[config.mk]
export PLATFORM = sky130hd
export DESIGN_NAME = pwsq_cmdq
export DESIGN_NICKNAME = d
export VERILOG_FILES = /design/src/rtl/core/pwsq_pkg.sv /design/src/rtl/core/pwsq_cmdq.sv
export SDC_FILE = /design/constraint.sdc
export NUM_CORES = 1
export LEC_CHECK = 0
export BUFFER_PORTS_ARGS = -buffer_cell sky130_fd_sc_hd__buf_2
export CAP_MARGIN = 20
export CORE_MARGIN = 2
export CORE_UTILIZATION = 45
export DETAILED_ROUTE_END_ITERATION = 10
export MAX_ROUTING_LAYER = met4
export PLACE_DENSITY_LB_ADDON = 0.15
export SLEW_MARGIN = 20
export SYNTH_ARGS = -nofsm -noshare
export SYNTH_HDL_FRONTEND = slang
export SYNTH_SLANG_ARGS = --single-unit
[constraint.sdc]
create_clock -name clk -period 3.1 [get_ports clk]
set_input_delay 0.155 -clock clk [delete_from_list [all_inputs] [get_ports clk]]
set_output_delay 0.155 -clock clk [all_outputs]
set_load 0.1 [all_outputs]
[src/rtl/core/pwsq_pkg.sv]
// Shared types, sizes and helpers for the priority work-stealing queue unit.
// No dependencies; all files in rtl/core but pwsq_ram import this package.
package pwsq_pkg;

  // Sizing of the rings and of the stored handles.
  localparam int QUEUE_DEPTH     = 512;
  localparam int PRIORITY_LEVELS = 4;
  localparam int HANDLE_BITS     = 16;

  // Fixed field widths of the request and result ports.
  localparam int ACTION_W  = 2;
  localparam int PRIO_W    = 2;
  localparam int HANDLE_W  = 16;

  // Derived widths. Pointers count modulo twice the ring depth.
  localparam int SLOT_W     = $clog2(QUEUE_DEPTH);
  localparam int PTR_W      = SLOT_W + 1;
  localparam int PRIO_IDX_W = (PRIORITY_LEVELS > 1) ? $clog2(PRIORITY_LEVELS) : 1;
  localparam int SLOTS      = PRIORITY_LEVELS * QUEUE_DEPTH;
  localparam int ADDR_W     = $clog2(SLOTS);
  localparam int STORE_W    = (HANDLE_BITS < HANDLE_W) ? HANDLE_BITS : HANDLE_W;

  // Command queue and result queue sizes.
  localparam int CMDQ_DEPTH = 2;
  localparam int CMDQ_IDX_W = $clog2(CMDQ_DEPTH);
  localparam int CMDQ_CNT_W = $clog2(CMDQ_DEPTH + 1);
  localparam int RES_DEPTH  = 4;
  localparam int RES_IDX_W  = $clog2(RES_DEPTH);
  localparam int RES_CNT_W  = $clog2(RES_DEPTH + 1);

  typedef logic [PTR_W-1:0]      ptr_t;
  typedef logic [PRIO_IDX_W-1:0] prio_idx_t;

  // Request codes.
  typedef enum logic [ACTION_W-1:0] {
    ACT_WORK_INSERT = 2'd0,
    ACT_AFF_INSERT  = 2'd1,
    ACT_LOCAL_GET   = 2'd2,
    ACT_STEAL       = 2'd3
  } action_t;

  // Memory operation carried from the front end to the back end.
  typedef enum logic [1:0] {
    OP_NOP   = 2'd0,
    OP_WRITE = 2'd1,
    OP_READ  = 2'd2
  } mem_op_t;

  // One classified request: memory access plus the result fields known up front.
  typedef struct packed {
    mem_op_t                op;
    logic                   aff;
    logic [ADDR_W-1:0]      addr;
    logic [STORE_W-1:0]     data;
    logic                   ok;
    logic                   src;
    logic [PRIO_W-1:0]      served;
  } cmd_t;

  // One finished result.
  typedef struct packed {
    logic [HANDLE_W-1:0] task_out;
    logic                ok;
    logic                src;
    logic [PRIO_W-1:0]   served;
  } result_t;

  // Flat store address of a ring slot: priority selects the ring, pointer the slot.
  function automatic logic [ADDR_W-1:0] slot_addr(input prio_idx_t prio, input ptr_t ptr);
    logic [SLOT_W-1:0] low;
    low = ptr[SLOT_W-1:0];
    return ADDR_W'({prio, low});
  endfunction

endpackage

[src/rtl/core/pwsq_cmdq.sv]
// Short command queue between the front end and the back end.
// Depends on pwsq_pkg.
module pwsq_cmdq (
  input  logic           clk,
  input  logic           rst_n,
  input  logic           push,
  input  pwsq_pkg::cmd_t cmd_in,
  output logic           full,
  input  logic           pop,
  output logic           empty,
  output pwsq_pkg::cmd_t cmd_out
);
  import pwsq_pkg::*;

  cmd_t                  entry_r [CMDQ_DEPTH];
  logic [CMDQ_IDX_W-1:0] wptr_r, wptr_nxt, rptr_r, rptr_nxt;
  logic [CMDQ_CNT_W-1:0] count_r, count_nxt;
  logic                  do_push, do_pop;

  assign full    = (count_r == CMDQ_CNT_W'(CMDQ_DEPTH));
  assign empty   = (count_r == '0);
  assign do_push = push && !full;
  assign do_pop  = pop && !empty;
  assign cmd_out = entry_r[rptr_r];

  // Pointer and occupancy update.
  always_comb begin
    wptr_nxt  = do_push ? CMDQ_IDX_W'(wptr_r + 1'b1) : wptr_r;
    rptr_nxt  = do_pop ? CMDQ_IDX_W'(rptr_r + 1'b1) : rptr_r;
    count_nxt = count_r;
    if (do_push && !do_pop) begin
      count_nxt = CMDQ_CNT_W'(count_r + 1'b1);
    end else if (do_pop && !do_push) begin
      count_nxt = CMDQ_CNT_W'(count_r - 1'b1);
    end
  end

  always_ff @(posedge clk) begin
    if (!rst_n) begin
      wptr_r  <= '0;
      rptr_r  <= '0;
      count_r <= '0;
    end else begin
      wptr_r  <= wptr_nxt;
      rptr_r  <= rptr_nxt;
      count_r <= count_nxt;
    end
  end

  // Entry storage.
  always_ff @(posedge clk) begin
    if (do_push) begin
      entry_r[wptr_r] <= cmd_in;
    end
  end

endmodule

==> reports/summary.txt <==
Via Count: 1427
Crit Path Class: register to output port
Crit end category: output port
Final WL: 4.37 mm
Worst Hold Endpoint: entry_r[1][13]$_DFFE_PP_
Unrepaired setup endpoints after global routing: false
Cells after Synth: 131
Simple-Gate Fraction of Synth Area: 0.0205
Status: finished, final reports clean
Total GRT Usage: 0.145
Yosys Warn Count: 0
Cells on worst reg2reg path: 4
Crit-path cells: buf_12, mux2_2, buf_2
Layout cells sized above 1: 0.544
Nets: 260
Initial antenna violation count: 0
Root Buffer: clkbuf_8
Layout Skew: 0.00649 ns
Synth Area in Compound Gates: 0.0121
Slew @ Worst Pin: 0.806 ns
Critical Path Fanout Max: 19
Final period utilization: 0.712
Port bufs: 73
Die H: 81.3 um
Htree depth: 3
Routability congestion estimate: 0.622
Hpwl dp: 2.90 mm
Worst min path class: input port to register
Register area: 2140 sq um
CP required: 2.94 ns
Worst reg2reg startpoint: count_r[0]$_SDFFE_PN0P_
Number of global-route vias before repair: 1464
Diode count: 0
Hold Crit Depth: 1
CTS max path bufs: 2
Crit-path slowest cell: dfxtp_1
Sequential fraction of the synthesis area: 0.797
Largest family of logic cells by synthesized area: multiplexers
Clock transition at path regs: 0.07 ns
Max-Cap Viols: 0
Starting density of the core: 0.459
Global-route wire length before repair: 6.64 mm
Avg Inst Size Synth: 20.5 sq um
Netlist Area Pre-Place: 2690 sq um
Achievable frequency: 0.453 GHz
Starting DRT DRC Count: 47
CTS tree: done
Via/cell ratio: 4.74
Most frequent cells in the layout: 73 x buf_2, 68 x edfxtp_1, 34 x mux2_2
Slew HR: 0.463
Final Max Tran Viols: 0
WL/cell: 14.5 um
DRC Markers: 0
Mux cell area share after synthesis: 0.143
RR Endpoint: entry_r[0][25]$_DFFE_PP_
Final antenna-violating net count: 0
Synth Area in Adders: 0.00466
Fill count: 466
DRT Pass-1 Iters: 4
Most common cell after layout, fill and taps aside: buf_2
Core area: 5850 sq um
Synth Area in XOR/XNOR: 0.00978
Worst Hold Launch: cmd_in[13]
Synthesis-to-layout area growth: 27.0%
Die Area: 6600 sq um
Syn nets: 170
Worst setup SP type: register
# rows: 28
Setup Total Neg Slack: 0 ns
I/O pin cnt: 74
Worst R2R Setup Slack: 1.12 ns
Global route overflow: 0
Crit path time final: 2.21 ns
Total CTS buffers: 9
Clk_lat worst skew: 0.33 ns
Endpoints failing hold: 0
Post-synth cell types: 21
CP max stage delay: 0.82 ns
CTS sink count: 73
Arrival time worst endpoint: 2.05 ns
Final hold slack: 0.0194 ns
Die Span X: 81.3 um
Final setup viols: 0
Footprint of the multi-input gates: 517 sq um
Post-synthesis register bit count: 73
Largest net degree at the start of global routing: 35
cells by family (layout without fill, tap and decap cells):
family                     Yosys count  count (layout)
AOI/OAI and AO/OA                    5               5
and+or+nand+nor                      9               9
buffers and inverters                6             101
xor gates and xnor gates             3               3
DFF                                 73              73
adders and majority gates            1               1
muxes                               34              34
stage by stage:
stage / setup slack, ns / instance area, sq um / cells / util
after floorplan: 0.497 / 2690 / 131 / -
after global placement: 1.21 / 3150 / 277 / 0.539
after detailed placement: 1.09 / 3150 / 277 / 0.539
after CTS: 0.834 / 3380 / 298 / 0.578
after global routing: 0.779 / 3410 / 301 / 0.583
final: 0.892 / 3410 / 301 / 0.583
final cells by class:
type	count	share of cell area
clock buffer	11	0.0385
sequential	73	0.628
tap	75	0.0275
clock inverter	5	0.0136
timing repair buffer	83	0.139
multi-input combinational	52	0.152
inverter	2	0.00220
synthesized netlist by cell type:
| cell type | count | area [sq um] |
|---|---|---|
| nor3_2 | 1 | 10.0 |
| and3_1 | 1 | 6.26 |
| and2_1 | 3 | 18.8 |
| o21a_1 | 1 | 7.51 |
| buf_2 | 1 | 5.00 |
| inv_2 | 1 | 3.75 |
| nor2_1 | 2 | 7.51 |
| o21ai_0 | 1 | 5.00 |
| buf_4 | 3 | 22.5 |
| a21boi_1 | 1 | 7.51 |
| xor2_1 | 1 | 8.76 |
| edfxtp_1 | 68 | 2040 |
| a21boi_0 | 1 | 7.51 |
| inv_1 | 1 | 3.75 |
| xnor2_1 | 2 | 17.5 |
| o21ai_1 | 1 | 5.00 |
| dfxtp_1 | 5 | 100 |
| nand2b_1 | 1 | 6.26 |
| ha_1 | 1 | 12.5 |
| or3_1 | 1 | 6.26 |
| mux2_2 | 34 | 383 |
flip-flops by register name, summed over array words and instances, names as in the netlist, named ones only:
| name | flops |
|---|---|
| count_r | 2 |
| rptr_r | 1 |
| wptr_r | 1 |
| entry_r | 68 |
layer usage:
metal,GRT usage,up-vias,part of all wire
met5,-,-,0
met4,0.0814,0,0.011
met3,0.0378,6,0.060
met2,0.250,47,0.54
met1,0.150,688,0.39
li1,-,686,-
worst max path at each step:
stage / to / startpoint / cells past startpoint
6_report: cmd_out[12] / register / 3
5_1_grt: cmd_out[16] / register / 3
4_1_cts: cmd_out[12] / register / 3
3_5_place_dp: entry_r[0][29]$_DFFE_PP_ / count_r[0]$_SDFFE_PN0P_ / 4
3_3_place_gp: entry_r[0][14]$_DFFE_PP_ / count_r[0]$_SDFFE_PN0P_ / 4
2_1_floorplan: entry_r[0][0]$_DFFE_PP_ / count_r[0]$_SDFFE_PN0P_ / 3
worst max-delay path: cells and delay by family, from the launching register on:
family	cells	cell delay (ns)
DFF	1	0.82
muxes	1	0.35
buffers and inverters	2	0.54
what timing repair did:
item / in CTS / in global routing
endpoints found under the setup margin: 0 / 0
hold endpoints to repair: 9 / 6
hold buffers: 5 / 3
gates resized for setup: 0 / 0
buffers inserted: 0 / 0
Power is left out: the tool's default activity adds up to more than one toggle a clock period on the data nets, which glitch-free logic cannot reach.
